File: src/block_transfer_arq_sender_defines.svh
// Assertion macros for the top-level RTL file, its only includer.
// The clock is clk and the active-low reset is rst_n in that module.
`ifndef BLOCK_TRANSFER_ARQ_SENDER_DEFINES_SVH
`define BLOCK_TRANSFER_ARQ_SENDER_DEFINES_SVH

`ifndef SYNTH
`define BTAS_ASSERT_IMP(label, ante, cons) \
  label: assert property (@(posedge clk) disable iff (!rst_n) (ante) |-> (cons)) \
    else $error("btas assertion failed");
`define BTAS_ASSERT_NXT(label, ante, cons) \
  label: assert property (@(posedge clk) disable iff (!rst_n) (ante) |=> (cons)) \
    else $error("btas assertion failed");
`else
`define BTAS_ASSERT_IMP(label, ante, cons)
`define BTAS_ASSERT_NXT(label, ante, cons)
`endif

`endif

File: src/btas_pkg.sv
package btas_pkg;

  localparam int unsigned FIFO_DEPTH = 4;
  localparam int unsigned CFG_IDX_W  = 2;
  localparam int unsigned CFG_DATA_W = 20;

  localparam logic [12:0] MAX_BLOCK       = 13'd4096;
  localparam logic [12:0] RST_BLK_LIMIT   = 13'd4096;
  localparam logic [3:0]  RST_RETRY_LIMIT = 4'd3;
  localparam logic [19:0] RST_TIMEOUT     = 20'd5000;

  localparam logic [CFG_IDX_W-1:0] CFG_BLK_LIMIT   = 2'd0;
  localparam logic [CFG_IDX_W-1:0] CFG_RETRY_LIMIT = 2'd1;
  localparam logic [CFG_IDX_W-1:0] CFG_TIMEOUT     = 2'd2;

  typedef enum logic [1:0] {
    PH_IDLE = 2'd0,
    PH_WAIT = 2'd1,
    PH_SEND = 2'd2
  } phase_t;

  typedef enum logic [2:0] {
    KD_START = 3'd0,
    KD_READY = 3'd1,
    KD_ACK   = 3'd2,
    KD_NAK   = 3'd3,
    KD_DEV   = 3'd4,
    KD_OTHER = 3'd5,
    KD_STOP  = 3'd6,
    KD_TICK  = 3'd7
  } kind_t;

  typedef enum logic [2:0] {
    FR_NONE      = 3'd0,
    FR_READY_HDR = 3'd1,
    FR_START_HDR = 3'd2,
    FR_DATA      = 3'd3,
    FR_END       = 3'd4
  } frame_t;

  typedef enum logic [2:0] {
    NT_NONE     = 3'd0,
    NT_STARTED  = 3'd1,
    NT_PROGRESS = 3'd2,
    NT_DONE     = 3'd3,
    NT_ERROR    = 3'd4
  } notice_t;

  typedef enum logic [2:0] {
    ER_NONE     = 3'd0,
    ER_BUSY     = 3'd1,
    ER_NO_LINK  = 3'd2,
    ER_TIMEOUTS = 3'd3,
    ER_NAKS     = 3'd4,
    ER_DEVICE   = 3'd5
  } err_t;

  typedef struct packed {
    logic        last;
    logic [31:0] sent_total;
    err_t        error_code;
    notice_t     notice;
    logic [31:0] header_size;
    logic [12:0] block_length;
    logic [31:0] block_offset;
    frame_t      frame_kind;
  } res_t;

  // One queue entry holds all results of one input word.
  typedef struct packed {
    logic two;
    res_t res1;
    res_t res0;
  } entry_t;

  typedef struct packed {
    phase_t phase;
    logic   timer_running;
  } front_status_t;

  typedef struct packed {
    logic pend_valid;
    logic out_valid;
  } back_status_t;

endpackage

File: src/btas_front.sv
module btas_front (
  input  logic                               clk,
  input  logic                               rst_n,
  input  logic                               cfg_we,
  input  logic [btas_pkg::CFG_IDX_W-1:0]     cfg_index,
  input  logic [btas_pkg::CFG_DATA_W-1:0]    cfg_wdata,
  input  logic                               in_fire,
  input  btas_pkg::kind_t                    in_kind,
  input  logic [31:0]                        in_file_size,
  input  logic                               in_link_up,
  output logic                               push,
  output btas_pkg::entry_t                   push_entry,
  output btas_pkg::front_status_t            status
);
  import btas_pkg::*;

  phase_t      phase_r, phase_nxt;
  logic [31:0] total_r, total_nxt;
  logic [31:0] acked_r, acked_nxt;
  logic [31:0] rem_r, rem_nxt;
  logic [12:0] block_bytes_r, block_bytes_nxt;
  logic [3:0]  retries_r, retries_nxt;
  logic [19:0] timer_left_r, timer_left_nxt;
  logic        timer_run_r, timer_run_nxt;

  logic [12:0] blk_limit_r;
  logic [3:0]  retry_limit_r;
  logic [19:0] timeout_r;

  logic [12:0] bs_eff;
  logic        ack_adv;
  logic [31:0] blk_add;
  logic [31:0] acked_src;
  logic [31:0] rem_src;
  logic        snd_end;
  logic [12:0] snd_len;
  logic [3:0]  retry_inc;
  res_t        snd_res;
  res_t        r0, r1;
  logic        two;
  logic        do_send;

  always_comb begin
    if (blk_limit_r == 13'd0) begin
      bs_eff = 13'd1;
    end else if (blk_limit_r > MAX_BLOCK) begin
      bs_eff = MAX_BLOCK;
    end else begin
      bs_eff = blk_limit_r;
    end
  end

  // The remaining byte count is kept alongside the acked offset, so the next
  // block length needs only one subtract and one compare.
  assign ack_adv   = (in_kind == KD_ACK) && (phase_r == PH_SEND);
  assign blk_add   = ack_adv ? {19'd0, block_bytes_r} : 32'd0;
  assign acked_src = acked_r + blk_add;
  assign rem_src   = rem_r - blk_add;
  assign snd_end   = (rem_src == 32'd0);
  assign snd_len   = (rem_src < {19'd0, bs_eff}) ? rem_src[12:0] : bs_eff;
  assign retry_inc = retries_r + 4'd1;

  always_comb begin
    snd_res = '0;
    if (snd_end) begin
      snd_res.frame_kind = FR_END;
      snd_res.notice     = NT_DONE;
    end else begin
      snd_res.frame_kind   = FR_DATA;
      snd_res.block_offset = acked_src;
      snd_res.block_length = snd_len;
    end
  end

  always_comb begin
    phase_nxt       = phase_r;
    total_nxt       = total_r;
    acked_nxt       = acked_r;
    rem_nxt         = rem_r;
    block_bytes_nxt = block_bytes_r;
    retries_nxt     = retries_r;
    timer_left_nxt  = timer_left_r;
    timer_run_nxt   = timer_run_r;
    r0      = '0;
    r1      = '0;
    two     = 1'b0;
    push    = 1'b0;
    do_send = 1'b0;

    if (in_fire) begin
      // Any received frame stops the timer.
      if (in_kind != KD_START && in_kind != KD_STOP && in_kind != KD_TICK) begin
        timer_run_nxt  = 1'b0;
        timer_left_nxt = 20'd0;
      end

      unique case (in_kind)
        KD_START: begin
          push = 1'b1;
          if (phase_r != PH_IDLE) begin
            r0.notice     = NT_ERROR;
            r0.error_code = ER_BUSY;
          end else if (!in_link_up) begin
            r0.notice     = NT_ERROR;
            r0.error_code = ER_NO_LINK;
          end else begin
            total_nxt      = in_file_size;
            acked_nxt      = 32'd0;
            rem_nxt        = in_file_size;
            retries_nxt    = 4'd0;
            phase_nxt      = PH_WAIT;
            timer_left_nxt = timeout_r;
            timer_run_nxt  = 1'b1;
            r0.frame_kind  = FR_READY_HDR;
            r0.header_size = in_file_size;
          end
        end
        KD_READY: begin
          if (phase_r == PH_WAIT) begin
            phase_nxt      = PH_SEND;
            retries_nxt    = 4'd0;
            r0.frame_kind  = FR_START_HDR;
            r0.header_size = total_r;
            r0.notice      = NT_STARTED;
            two     = 1'b1;
            push    = 1'b1;
            do_send = 1'b1;
          end
        end
        KD_ACK: begin
          if (phase_r == PH_WAIT) begin
            phase_nxt   = PH_SEND;
            retries_nxt = 4'd0;
            r0.notice   = NT_STARTED;
            two     = 1'b1;
            push    = 1'b1;
            do_send = 1'b1;
          end else if (phase_r == PH_SEND) begin
            acked_nxt     = acked_src;
            rem_nxt       = rem_src;
            retries_nxt   = 4'd0;
            r0.notice     = NT_PROGRESS;
            r0.sent_total = acked_src;
            two     = 1'b1;
            push    = 1'b1;
            do_send = 1'b1;
          end
        end
        KD_NAK: begin
          if (phase_r == PH_SEND) begin
            push = 1'b1;
            if (retries_r < retry_limit_r) begin
              retries_nxt = retry_inc;
              do_send     = 1'b1;
            end else begin
              phase_nxt     = PH_IDLE;
              r0.notice     = NT_ERROR;
              r0.error_code = ER_NAKS;
            end
          end
        end
        KD_DEV: begin
          push          = 1'b1;
          phase_nxt     = PH_IDLE;
          r0.notice     = NT_ERROR;
          r0.error_code = ER_DEVICE;
        end
        KD_OTHER: begin
        end
        KD_STOP: begin
          if (phase_r != PH_IDLE) begin
            phase_nxt      = PH_IDLE;
            timer_run_nxt  = 1'b0;
            timer_left_nxt = 20'd0;
          end
        end
        KD_TICK: begin
          if (timer_run_r) begin
            if (timer_left_r > 20'd1) begin
              timer_left_nxt = timer_left_r - 20'd1;
            end else if (phase_r == PH_IDLE) begin
              timer_run_nxt  = 1'b0;
              timer_left_nxt = 20'd0;
            end else begin
              retries_nxt = retry_inc;
              push        = 1'b1;
              if (retry_inc >= retry_limit_r) begin
                phase_nxt      = PH_IDLE;
                timer_run_nxt  = 1'b0;
                timer_left_nxt = 20'd0;
                r0.notice      = NT_ERROR;
                r0.error_code  = ER_TIMEOUTS;
              end else if (phase_r == PH_SEND) begin
                do_send = 1'b1;
              end else begin
                // Still waiting for the receiver: resend the header.
                timer_left_nxt = timeout_r;
                timer_run_nxt  = 1'b1;
                r0.frame_kind  = FR_START_HDR;
                r0.header_size = total_r;
              end
            end
          end
        end
        default: begin
        end
      endcase

      if (do_send) begin
        if (two) begin
          r1 = snd_res;
        end else begin
          r0 = snd_res;
        end
        if (snd_end) begin
          phase_nxt      = PH_IDLE;
          timer_run_nxt  = 1'b0;
          timer_left_nxt = 20'd0;
        end else begin
          block_bytes_nxt = snd_len;
          timer_left_nxt  = timeout_r;
          timer_run_nxt   = 1'b1;
        end
      end
    end

    r0.last = !two;
    r1.last = 1'b1;
  end

  assign push_entry.two  = two;
  assign push_entry.res0 = r0;
  assign push_entry.res1 = r1;

  assign status.phase         = phase_r;
  assign status.timer_running = timer_run_r;

  always_ff @(posedge clk) begin
    if (!rst_n) begin
      phase_r       <= PH_IDLE;
      total_r       <= 32'd0;
      acked_r       <= 32'd0;
      rem_r         <= 32'd0;
      block_bytes_r <= 13'd0;
      retries_r     <= 4'd0;
      timer_left_r  <= 20'd0;
      timer_run_r   <= 1'b0;
      blk_limit_r   <= RST_BLK_LIMIT;
      retry_limit_r <= RST_RETRY_LIMIT;
      timeout_r     <= RST_TIMEOUT;
    end else begin
      phase_r       <= phase_nxt;
      total_r       <= total_nxt;
      acked_r       <= acked_nxt;
      rem_r         <= rem_nxt;
      block_bytes_r <= block_bytes_nxt;
      retries_r     <= retries_nxt;
      timer_left_r  <= timer_left_nxt;
      timer_run_r   <= timer_run_nxt;
      if (cfg_we) begin
        if (cfg_index == CFG_BLK_LIMIT) begin
          blk_limit_r <= cfg_wdata[12:0];
        end
        if (cfg_index == CFG_RETRY_LIMIT) begin
          retry_limit_r <= cfg_wdata[3:0];
        end
        if (cfg_index == CFG_TIMEOUT) begin
          timeout_r <= cfg_wdata[19:0];
        end
      end
    end
  end

endmodule

File: src/btas_fifo.sv
module btas_fifo #(
  parameter int unsigned Width = 8,
  parameter int unsigned Depth = 4
) (
  input  logic                           clk,
  input  logic                           rst_n,
  input  logic                           push,
  input  logic [Width-1:0]               wr_data,
  input  logic                           pop,
  output logic [Width-1:0]               rd_data,
  output logic                           full,
  output logic                           empty,
  output logic [$clog2(Depth+1)-1:0]     count
);
  localparam int unsigned PtrW = (Depth > 1) ? $clog2(Depth) : 1;
  localparam int unsigned CntW = $clog2(Depth + 1);

  logic [Width-1:0] mem_r [Depth];
  logic [PtrW-1:0]  wr_ptr_r, wr_ptr_nxt;
  logic [PtrW-1:0]  rd_ptr_r, rd_ptr_nxt;
  logic [CntW-1:0]  count_r, count_nxt;
  logic             do_push;
  logic             do_pop;

  assign full    = (count_r == CntW'(Depth));
  assign empty   = (count_r == '0);
  assign count   = count_r;
  assign rd_data = mem_r[rd_ptr_r];
  assign do_push = push && !full;
  assign do_pop  = pop && !empty;

  always_comb begin
    wr_ptr_nxt = wr_ptr_r;
    rd_ptr_nxt = rd_ptr_r;
    count_nxt  = count_r;
    if (do_push) begin
      wr_ptr_nxt = (wr_ptr_r == PtrW'(Depth - 1)) ? '0 : wr_ptr_r + PtrW'(1);
    end
    if (do_pop) begin
      rd_ptr_nxt = (rd_ptr_r == PtrW'(Depth - 1)) ? '0 : rd_ptr_r + PtrW'(1);
    end
    if (do_push && !do_pop) begin
      count_nxt = count_r + CntW'(1);
    end else if (do_pop && !do_push) begin
      count_nxt = count_r - CntW'(1);
    end
  end

  always_ff @(posedge clk) begin
    if (!rst_n) begin
      wr_ptr_r <= '0;
      rd_ptr_r <= '0;
      count_r  <= '0;
    end else begin
      wr_ptr_r <= wr_ptr_nxt;
      rd_ptr_r <= rd_ptr_nxt;
      count_r  <= count_nxt;
    end
  end

  always_ff @(posedge clk) begin
    if (do_push) begin
      mem_r[wr_ptr_r] <= wr_data;
    end
  end

endmodule

File: src/btas_back.sv
module btas_back (
  input  logic                    clk,
  input  logic                    rst_n,
  input  logic                    q_empty,
  input  btas_pkg::entry_t        q_data,
  output logic                    q_pop,
  input  logic                    out_tready,
  output logic                    out_valid,
  output btas_pkg::res_t          out_res,
  output btas_pkg::back_status_t  status
);
  import btas_pkg::*;

  logic out_valid_r, out_valid_nxt;
  logic pend_valid_r, pend_valid_nxt;
  res_t out_res_r, out_res_nxt;
  res_t pend_r, pend_nxt;
  logic load;

  // The output register reloads whenever it is empty or its word is taken.
  assign load  = !out_valid_r || out_tready;
  assign q_pop = load && !pend_valid_r && !q_empty;

  always_comb begin
    out_valid_nxt  = out_valid_r;
    pend_valid_nxt = pend_valid_r;
    out_res_nxt    = out_res_r;
    pend_nxt       = pend_r;
    if (load) begin
      if (pend_valid_r) begin
        out_res_nxt    = pend_r;
        out_valid_nxt  = 1'b1;
        pend_valid_nxt = 1'b0;
      end else if (!q_empty) begin
        out_res_nxt    = q_data.res0;
        pend_nxt       = q_data.res1;
        pend_valid_nxt = q_data.two;
        out_valid_nxt  = 1'b1;
      end else begin
        out_valid_nxt = 1'b0;
      end
    end
  end

  always_ff @(posedge clk) begin
    if (!rst_n) begin
      out_valid_r  <= 1'b0;
      pend_valid_r <= 1'b0;
    end else begin
      out_valid_r  <= out_valid_nxt;
      pend_valid_r <= pend_valid_nxt;
    end
  end

  always_ff @(posedge clk) begin
    out_res_r <= out_res_nxt;
    pend_r    <= pend_nxt;
  end

  assign out_valid         = out_valid_r;
  assign out_res           = out_res_r;
  assign status.pend_valid = pend_valid_r;
  assign status.out_valid  = out_valid_r;

endmodule

File: src/block_transfer_arq_sender.sv
// Channel   Direction  tdata (low bit up)                       tuser / tlast
// in_       slave      file_size[31:0], link_up[32], pad to 40  tuser: kind
// out_      master     block_offset, block_length, header_size,  tuser: frame_kind,
//                      error_code, sent_total (112 bits)        notice; tlast: last
// cfg_      write      index 0 block limit, 1 retry limit, 2 timeout ticks
//
// One input word is accepted per cycle while the result queue has room.
// Results leave at one per cycle while out_tready is high; an input that yields
// two results needs two transfers, so the output port sets the sustained rate
// under such traffic. An accepted input is written into the queue, and its
// result then loads from the queue into the output register.
// rst_n is synchronous; it empties the queue and returns to idle with the
// default configuration. A stalled output fills the queue, then drops in_tready.
`include "block_transfer_arq_sender_defines.svh"

module block_transfer_arq_sender #(
  parameter int unsigned FifoDepth = btas_pkg::FIFO_DEPTH
) (
  input  logic                                clk,
  input  logic                                rst_n,
  input  logic                                cfg_we,
  input  logic [btas_pkg::CFG_IDX_W-1:0]      cfg_index,
  input  logic [btas_pkg::CFG_DATA_W-1:0]     cfg_wdata,
  input  logic                                in_tvalid,
  output logic                                in_tready,
  input  logic [39:0]                         in_tdata,  // file_size, link_up
  input  logic [2:0]                          in_tuser,  // kind
  output logic                                out_tvalid,
  input  logic                                out_tready,
  // block_offset, block_length, header_size, error_code, sent_total
  output logic [111:0]                        out_tdata,
  output logic [5:0]                          out_tuser, // frame_kind, notice
  output logic                                out_tlast
);
  import btas_pkg::*;

  localparam int unsigned CntW = $clog2(FifoDepth + 1);

  logic            in_fire;
  kind_t           in_kind;
  logic            push;
  entry_t          push_entry;
  entry_t          q_data;
  logic            q_pop;
  logic            q_full;
  logic            q_empty;
  logic [CntW-1:0] q_count;
  res_t            out_res;
  front_status_t   front_st;
  back_status_t    back_st;

  assign in_tready = !q_full;
  assign in_fire   = in_tvalid && in_tready;
  assign in_kind   = kind_t'(in_tuser);

  btas_front u_front (
    .clk          (clk),
    .rst_n        (rst_n),
    .cfg_we       (cfg_we),
    .cfg_index    (cfg_index),
    .cfg_wdata    (cfg_wdata),
    .in_fire      (in_fire),
    .in_kind      (in_kind),
    .in_file_size (in_tdata[31:0]),
    .in_link_up   (in_tdata[32]),
    .push         (push),
    .push_entry   (push_entry),
    .status       (front_st)
  );

  btas_fifo #(
    .Width ($bits(entry_t)),
    .Depth (FifoDepth)
  ) u_fifo (
    .clk     (clk),
    .rst_n   (rst_n),
    .push    (push),
    .wr_data (push_entry),
    .pop     (q_pop),
    .rd_data (q_data),
    .full    (q_full),
    .empty   (q_empty),
    .count   (q_count)
  );

  btas_back u_back (
    .clk        (clk),
    .rst_n      (rst_n),
    .q_empty    (q_empty),
    .q_data     (q_data),
    .q_pop      (q_pop),
    .out_tready (out_tready),
    .out_valid  (out_tvalid),
    .out_res    (out_res),
    .status     (back_st)
  );

  assign out_tdata = {out_res.sent_total, out_res.error_code, out_res.header_size,
                      out_res.block_length, out_res.block_offset};
  assign out_tuser = {out_res.notice, out_res.frame_kind};
  assign out_tlast = out_res.last;

  `BTAS_ASSERT_IMP(a_queue_bound, 1'b1, q_count <= CntW'(FifoDepth))
  `BTAS_ASSERT_IMP(a_idle_timer_off, front_st.phase == PH_IDLE, !front_st.timer_running)
  `BTAS_ASSERT_IMP(a_pend_behind_out, back_st.pend_valid, out_tvalid)
  `BTAS_ASSERT_NXT(a_stop_to_idle, in_fire && in_kind == KD_STOP, front_st.phase == PH_IDLE)

endmodule
File: config.mk
export PLATFORM = sky130hd
export DESIGN_NAME = block_transfer_arq_sender
export DESIGN_NICKNAME = d
export VERILOG_FILES = /design/src/btas_pkg.sv /design/src/btas_front.sv /design/src/btas_fifo.sv /design/src/btas_back.sv /design/src/block_transfer_arq_sender.sv
export VERILOG_INCLUDE_DIRS = /design/src /design/src/src
export SDC_FILE = /design/constraint.sdc
export NUM_CORES = 1
export LEC_CHECK = 0
export CORE_ASPECT_RATIO = 1.5
export CORE_MARGIN = 5
export CORE_UTILIZATION = 68
export DETAILED_ROUTE_END_ITERATION = 10
export DONT_BUFFER_PORTS = 1
export GPL_ROUTABILITY_DRIVEN = 0
export PLACE_DENSITY_LB_ADDON = 0.15
export SLEW_MARGIN = 20
export SYNTH_ARGS = -nofsm -noshare
export SYNTH_HDL_FRONTEND = slang
export SYNTH_SLANG_ARGS = --single-unit
File: constraint.sdc
create_clock -name clk -period 11.35 [get_ports clk]
set_input_delay 0.5675 -clock clk [delete_from_list [all_inputs] [get_ports clk]]
set_output_delay 0.5675 -clock clk [all_outputs]
set_load 0.02 [all_outputs]
Yosys cells after proc, flatten, opt, wreduce, memory -nomap -nowiden
Memories as Yosys holds them, arrays and structs flattened. A register that Yosys moved wholly into a read port is not among the register bits.
Index checks and enable logic that the tools add are counted.
{"block": "word_totals", "register_bits": 420, "ram_bits": 952, "input_bits": 70, "output_inout_bits": 121, "memories": 1}
{"block": "classes", "addsub": 8, "order_cmp": 5, "n_eq_ne": 27, "n_mux": 134, "n_bitwise": 4, "n_reduce_logical": 40}
{"name": "u_fifo.mem_r", "depth": 4, "word_bits": 238, "rd": 1, "rd_ports_with_merged_regs": 1, "wr": 1, "line_no": "btas_fifo.sv:18", "text": "logic [Width-1:0] mem_r [Depth];"}
{"cell": "118-bit 2-to-1 mux", "n": 5}
{"cell": "32-bit 2-to-1 mux", "n": 15}
{"cell": "119-bit 2-to-1 mux", "n": 2}
{"cell": "20-bit 2-to-1 mux", "n": 11}
{"cell": "32-bit case mux with 2 select lines", "n": 2}
{"cell": "38-bit 2-to-1 mux", "n": 3}
{"cell": "32-bit case mux with 3 select lines", "n": 1}
{"cell": "82-bit 2-to-1 mux", "n": 1}
{"cell": "20-bit case mux with 3 select lines", "n": 1}
{"cell": "13-bit 2-to-1 mux", "n": 4}
{"cell": "45-bit 2-to-1 mux", "n": 1}
{"cell": "2-bit 2-to-1 mux", "n": 20}
{"cell": "4-bit 2-to-1 mux", "n": 10}
{"cell": "1-bit 2-to-1 mux", "n": 34}
{"cell": "33-bit 2-to-1 mux", "n": 1}
{"cell": "32-bit adder", "n": 1}
{"cell": "32-bit logical NOT", "n": 1}
{"cell": "32-bit by 13-bit less-than comparator with 1-bit output", "n": 1}
{"cell": "32-bit subtractor", "n": 1}
{"cell": "3-bit 2-to-1 mux", "n": 9}
{"cell": "20-bit by 1-bit > comparator with 1-bit output, second input constant", "n": 1}
{"cell": "4-bit case mux with 5 select lines", "n": 1}
{"cell": "20-bit by 1-bit subtractor with 20-bit output, second input constant", "n": 1}
{"cell": "6-bit 2-to-1 mux", "n": 3}
{"cell": "40 further kinds", "n": 88}

Logic depth before layout (Yosys ltp)
{"block": "depth", "depth_word": 11, "mapped_depth": 27}

By module
Synthesis repeated with hierarchy kept, for this count alone.
{"block": "unflattened", "cells_unflattened": 3472, "hier_area_um2": 56191.4}
{"module": "btas_fifo", "n_inst": 1, "cells_per_inst": 1300, "area_each_um2": 35031.1, "seq_area_each_um2": 28887.7}
{"module": "btas_front", "n_inst": 1, "cells_per_inst": 1785, "area_each_um2": 12428.2, "seq_area_each_um2": 3463.3}
{"module": "btas_back", "n_inst": 1, "cells_per_inst": 385, "area_each_um2": 8722.1, "seq_area_each_um2": 7186.9}
{"module": "block_transfer_arq_sender", "n_inst": 1, "cells_per_inst": 2, "area_each_um2": 10.0, "seq_area_each_um2": 0.0}

Least setup slack after synthesis
No wires, ideal clock.
{"block": "synth_path", "path_kind": "register to register", "startpoint": "reg u_front.timer_left_r[8]", "endpoint": "mem u_fifo.mem_r[0][0] (netlist bit), enable pin", "arrival_ns": 6.123, "required_ns": 10.803, "path_slack_ns": 4.680, "path_stages_with_launch": 9, "synth_period_minus_slack_ns": 6.670, "cell_sequence": "dfxtp_1 -> buf_2 -> or4_4 -> nor4_4 -> nand2_1 -> nor2_1 -> nand2_1 -> a221oi_1 -> and2_1"}
{"block": "synth_between", "elab_chain_len": 8}
{"item": "from (decl)", "line_no": "btas_front.sv:23", "text": "logic [19:0] timer_left_r, timer_left_nxt;"}
{"item": "from (signal assigned)", "line_no": "btas_front.sv:258", "text": "timer_left_r <= timer_left_nxt;"}
{"item": "20-bit by 1-bit > comparator with 1-bit output", "line_no": "btas_front.sv:179", "text": "if (timer_left_r > 20'd1) begin"}
{"item": "1-bit 2-to-1 mux", "line_no": "btas_front.sv:179"}
{"item": "1-bit 2-to-1 mux", "line_no": "btas_front.sv:178", "text": "if (timer_run_r) begin"}
{"item": "1-bit case mux with 5 select lines", "line_no": "btas_front.sv:97", "text": "unique case (in_kind)"}
{"item": "1-bit 2-to-1 mux", "line_no": "btas_front.sv:90", "text": "if (in_fire) begin"}
{"item": "1-bit logical AND", "line_no": "btas_fifo.sv:29", "text": "assign do_push = push && !full;"}
{"item": "net u_fifo.do_push", "line_no": "btas_fifo.sv:22", "text": "logic do_push;"}
{"item": "1-bit 2-to-1 mux", "line_no": "btas_fifo.sv:62", "text": "if (do_push) begin"}
{"item": "1-bit 2-to-1 mux (not written as such)", "line_no": "btas_fifo.sv:63", "text": "mem_r[wr_ptr_r] <= wr_data;"}
{"item": "to (decl)", "line_no": "btas_fifo.sv:18"}
The timed path passes the listed nets, and every way through them passes these cells.

==> impl_metrics.py <==
metrics = {
    "status": {
        "status": "finished, final reports clean",
    },
    "cells_and_area": {
        "area_delta_synth_final_pct": 8.12,
        "utilization": 0.743,
        "nNetsFinal": 3058,
        "layout-drive-gt1-share": 0.143,
        "nFillCells": 3684,
    },
    "synth": {
        "ys_warn_count": 0,
        "synth_cell_types": 97,
        "synth_ff_type": "edfxtp_1",
        "synth-async-reset-ratio": 0,
        "avgSynthCellArea_um2": 14.4,
        "yosys_register_bits": 1018,
        "synth.cell_area_um2": 42900,
        "syn_nets": 3108,
        "postSynthCellCount": 2976,
        "synth_edf_count": 834,
        "ys_seq_area_frac": 0.670,
    },
    "floorplan": {
        "initial_utilization": 0.687,
        "die-height_um": 317,
        "pin_count": 191,
        "die_w_um": 215,
        "core_region_area_um2": 62400,
        "die-area_um2": 68300,
        "rows": 112,
    },
    "worst_setup_path": {
        "worst-endpoint-arrival_ns": 6.77,
        "regToRegSetupSlack_ns": 4.87,
        "r2r-end": "u_fifo.mem_r[3][1]",
        "worstRegToRegCells": 17,
        "reg2reg_from": "u_front.phase_r[0]",
        "startpoint_type": "flop",
        "critPathMaxStageDelay_ns": 0.75,
        "critPathCaptureType": "flop",
        "critPathKind": "reg2reg",
        "cp_slowest_cell": "a2111oi_0",
        "crit_chain": "inv_1 > ha_1 > inv_1 > nor2_1 > buf_4 > nand2_1 > ha_1 > a21oi_1 > nand2_1 > o21ai_0 > o21ai_1 > a2111oi_0 > and3_1 > nand4_4 > nand3_2 > buf_4 > o21ai_0",
        "critPathMaxFanout": 47,
        "required_ns": 11.64,
    },
    "cts": {
        "clk_pin_slew_ns": 0.07,
        "clk_latency_ns": 0.64,
        "postCtsSetupBuffers": 0,
        "cts_tree": "yes",
        "numCtsBuffers": 89,
        "cts_sinks": 1018,
        "clk_path_buf_depth": 3,
        "cts-root-buf": "clkbuf_16",
        "h-tree-depth": 3,
    },
    "timing": {
        "rsz0062_at_grt": "no",
        "worst_pin_slew_ns": 1.11,
        "finalCritPeriodShare": 0.571,
        "max_slew_margin": 0.258,
        "fin_skew_ns": 0.0213,
        "hold_viol": 0,
        "setup_viol": 0,
        "setup_tns_ns": 0,
        "drv_slew": 0,
        "max_freq_mhz": 154,
        "period_needed_ns": 6.48,
    },
    "route": {
        "routed-wl-met2_um": 51500,
        "highest_layer": "met4",
        "dr.pass1.iters": 6,
        "drtIter0Drc": 2092,
        "wire_per_inst_um": 25.7,
        "wl_met1_um": 34600,
        "drc_errors": 0,
        "ant_nets": 0,
        "routed_wirelength_um": 97700,
        "vias_per_cell": 6.67,
        "wl_met3_um": 6720,
        "vias": 25300,
    },
    "global_routing": {
        "grt_max_degree": 129,
        "overflow": 0,
        "grt_first_pass_wirelength_um": 151000,
        "grt_pass1_vias": 26200,
        "grt_antenna_before_repair": 2,
        "track_usage": 0.284,
    },
    "flow_run": {
        "maxCapViolCount": 0,
    },
    "pwr": {
        "powerDensity_nw_per_um2": 213,
        "ir_worst_vdd_mv": 0.216,
        "power_leakage_nw": 15.9,
    },
    "place": {
        "post-dp-hpwl_um": 60600,
        "port-buffer-count": 0,
    },
    "hold_path": {
        "holdCritStartpoint": "rst_n",
        "hp-class": "in2reg",
        "min_delay_path_depth": 1,
        "whs_endpoint": "u_front.timeout_r[3]",
    },
}
-- power by group --
group / total (mW) / internal [mW] / leakage, nW / switching [mW]
registers: 5.15 / 4.62 / 10.0 / 0.531
logic: 1.71 / 0.727 / 4.51 / 0.981
clock network: 3.00 / 1.70 / 1.40 / 1.30
-- area by class of cell --
type                       instances  area (µm²)  area share
inverter                          70         265     0.00572
antenna                            1        2.50   0.0000540
clock buffer                     129        2580      0.0558
tap                              798         998      0.0215
sequential                      1018       28700       0.620
multi-input combinational       1714       13200       0.284
timing repair buffer              33         285     0.00616
clock inverter                    35         314     0.00678
-- how the worst max path moves through the flow --
| stage | startpoint | endpoint | slack (ns) | depth (start not counted) |
|---|---|---|---|---|
| CTS | u_front.phase_r[0] | u_fifo.mem_r[0][43] | 4.97 | 22 |
| global route | u_front.phase_r[0] | u_fifo.mem_r[0][43] | 4.33 | 19 |
| global placement | in_tuser[0] | u_fifo.mem_r[0][35] | 4.87 | 21 |
| detailed placement | in_tuser[0] | u_fifo.mem_r[1][43] | 4.77 | 22 |
| finish | u_front.phase_r[0] | u_fifo.mem_r[3][1] | 4.87 | 17 |
| floorplan | u_front.timer_left_r[8] | u_fifo.mem_r[0][0] | 4.68 | 8 |
-- metrics by stage --
step / instances / setup WS (ns) / power, mW / hold slack, ns / instance area [µm²]
after floorplan: 2976 / 4.68 / 6.48 / 0.432 / 42900
after global placement: 3631 / 4.87 / 6.92 / 0.441 / 43400
after detailed placement: 3631 / 4.77 / 6.96 / 0.446 / 43400
after CTS: 3796 / 4.97 / 9.94 / 0.0000805 / 46300
after global routing: 3798 / 4.33 / 10.2 / 0.0144 / 46300
final: 3798 / 4.87 / 9.85 / 0.0270 / 46300
-- worst max-delay path: cells and delay by family, from the launching register on --
kind                     cells  cell delay [ns]
AND/OR/NAND/NOR              6             1.59
flip-flops                   1             0.33
adder cells (fa/ha/maj)      2             0.87
buffers and inverters        4             1.19
AO/OA/AOI/OAI                5             2.11
-- synthesized netlist by cell type (18+ instances only) --
cell type	count	area (µm²)
edfxtp_1	834	25000
buf_1	38	143
o21ai_0	97	485
a21oi_1	175	876
nand2_1	277	1040
nand4_1	19	119
xnor2_1	35	307
dfxtp_1	184	3680
nor2b_1	87	544
nor4_1	18	113
a22oi_1	41	308
nand3_1	44	220
nor2_1	280	1050
mux2i_1	20	200
buf_2	20	100
clkbuf_1	101	379
xor2_1	28	245
nor3_1	31	155
inv_1	69	259
mux4_2	167	3760
mux2_2	48	541
ha_1	59	738
-- registers in the layout (all words and copies together) (netlist names), 20 cells and up, named ones only --
register,flops
u_back.pend_r,47
u_front.timer_left_r,20
u_front.rem_r,32
u_back.out_res,119
u_front.acked_r,32
u_fifo.mem_r,668
u_front.timeout_r,20
u_front.total_r,32
-- cells in the final DEF (no fill, tap or decap), drive strengths merged, types with 13 or more instances in the layout --
cell,count
mux4,167
nand2b,13
a22oi,41
or3,15
xnor2,35
a21oi,176
xor2,28
dfxtp,184
nor2b,87
nand3,46
nor3,32
nor2,282
and2,14
buf,32
ha,59
mux2i,20
and3,16
nand4,21
clkbuf,129
inv,72
nand2,279
edfxtp,834
o21ai,102
a21o,17
a31oi,17
nor4,22
a211oi,24
clkinv,23
mux2,48
-- cell families after synthesis --
logic type / count (synthesis) / synth area share
xor+xnor: 63 / 0.0129
mux: 235 / 0.105
fa+ha+maj: 62 / 0.0186
buf+inv: 244 / 0.0240
flops: 1018 / 0.670
simple gates: 858 / 0.0946
compound gates: 496 / 0.0747
-- layer usage --
layer	vias to the layer above	global-route usage
met5	-	0
met2	1160	0.507
met1	12700	0.335
met3	297	0.0547
li1	11200	-
met4	0	0.130
-- what timing repair did --
action,4_1_cts,5_1_grt
hold buffers,1,0
resized for setup,0,0
hold endpoints to repair,6,0
(Power assumes the default switching activity.)
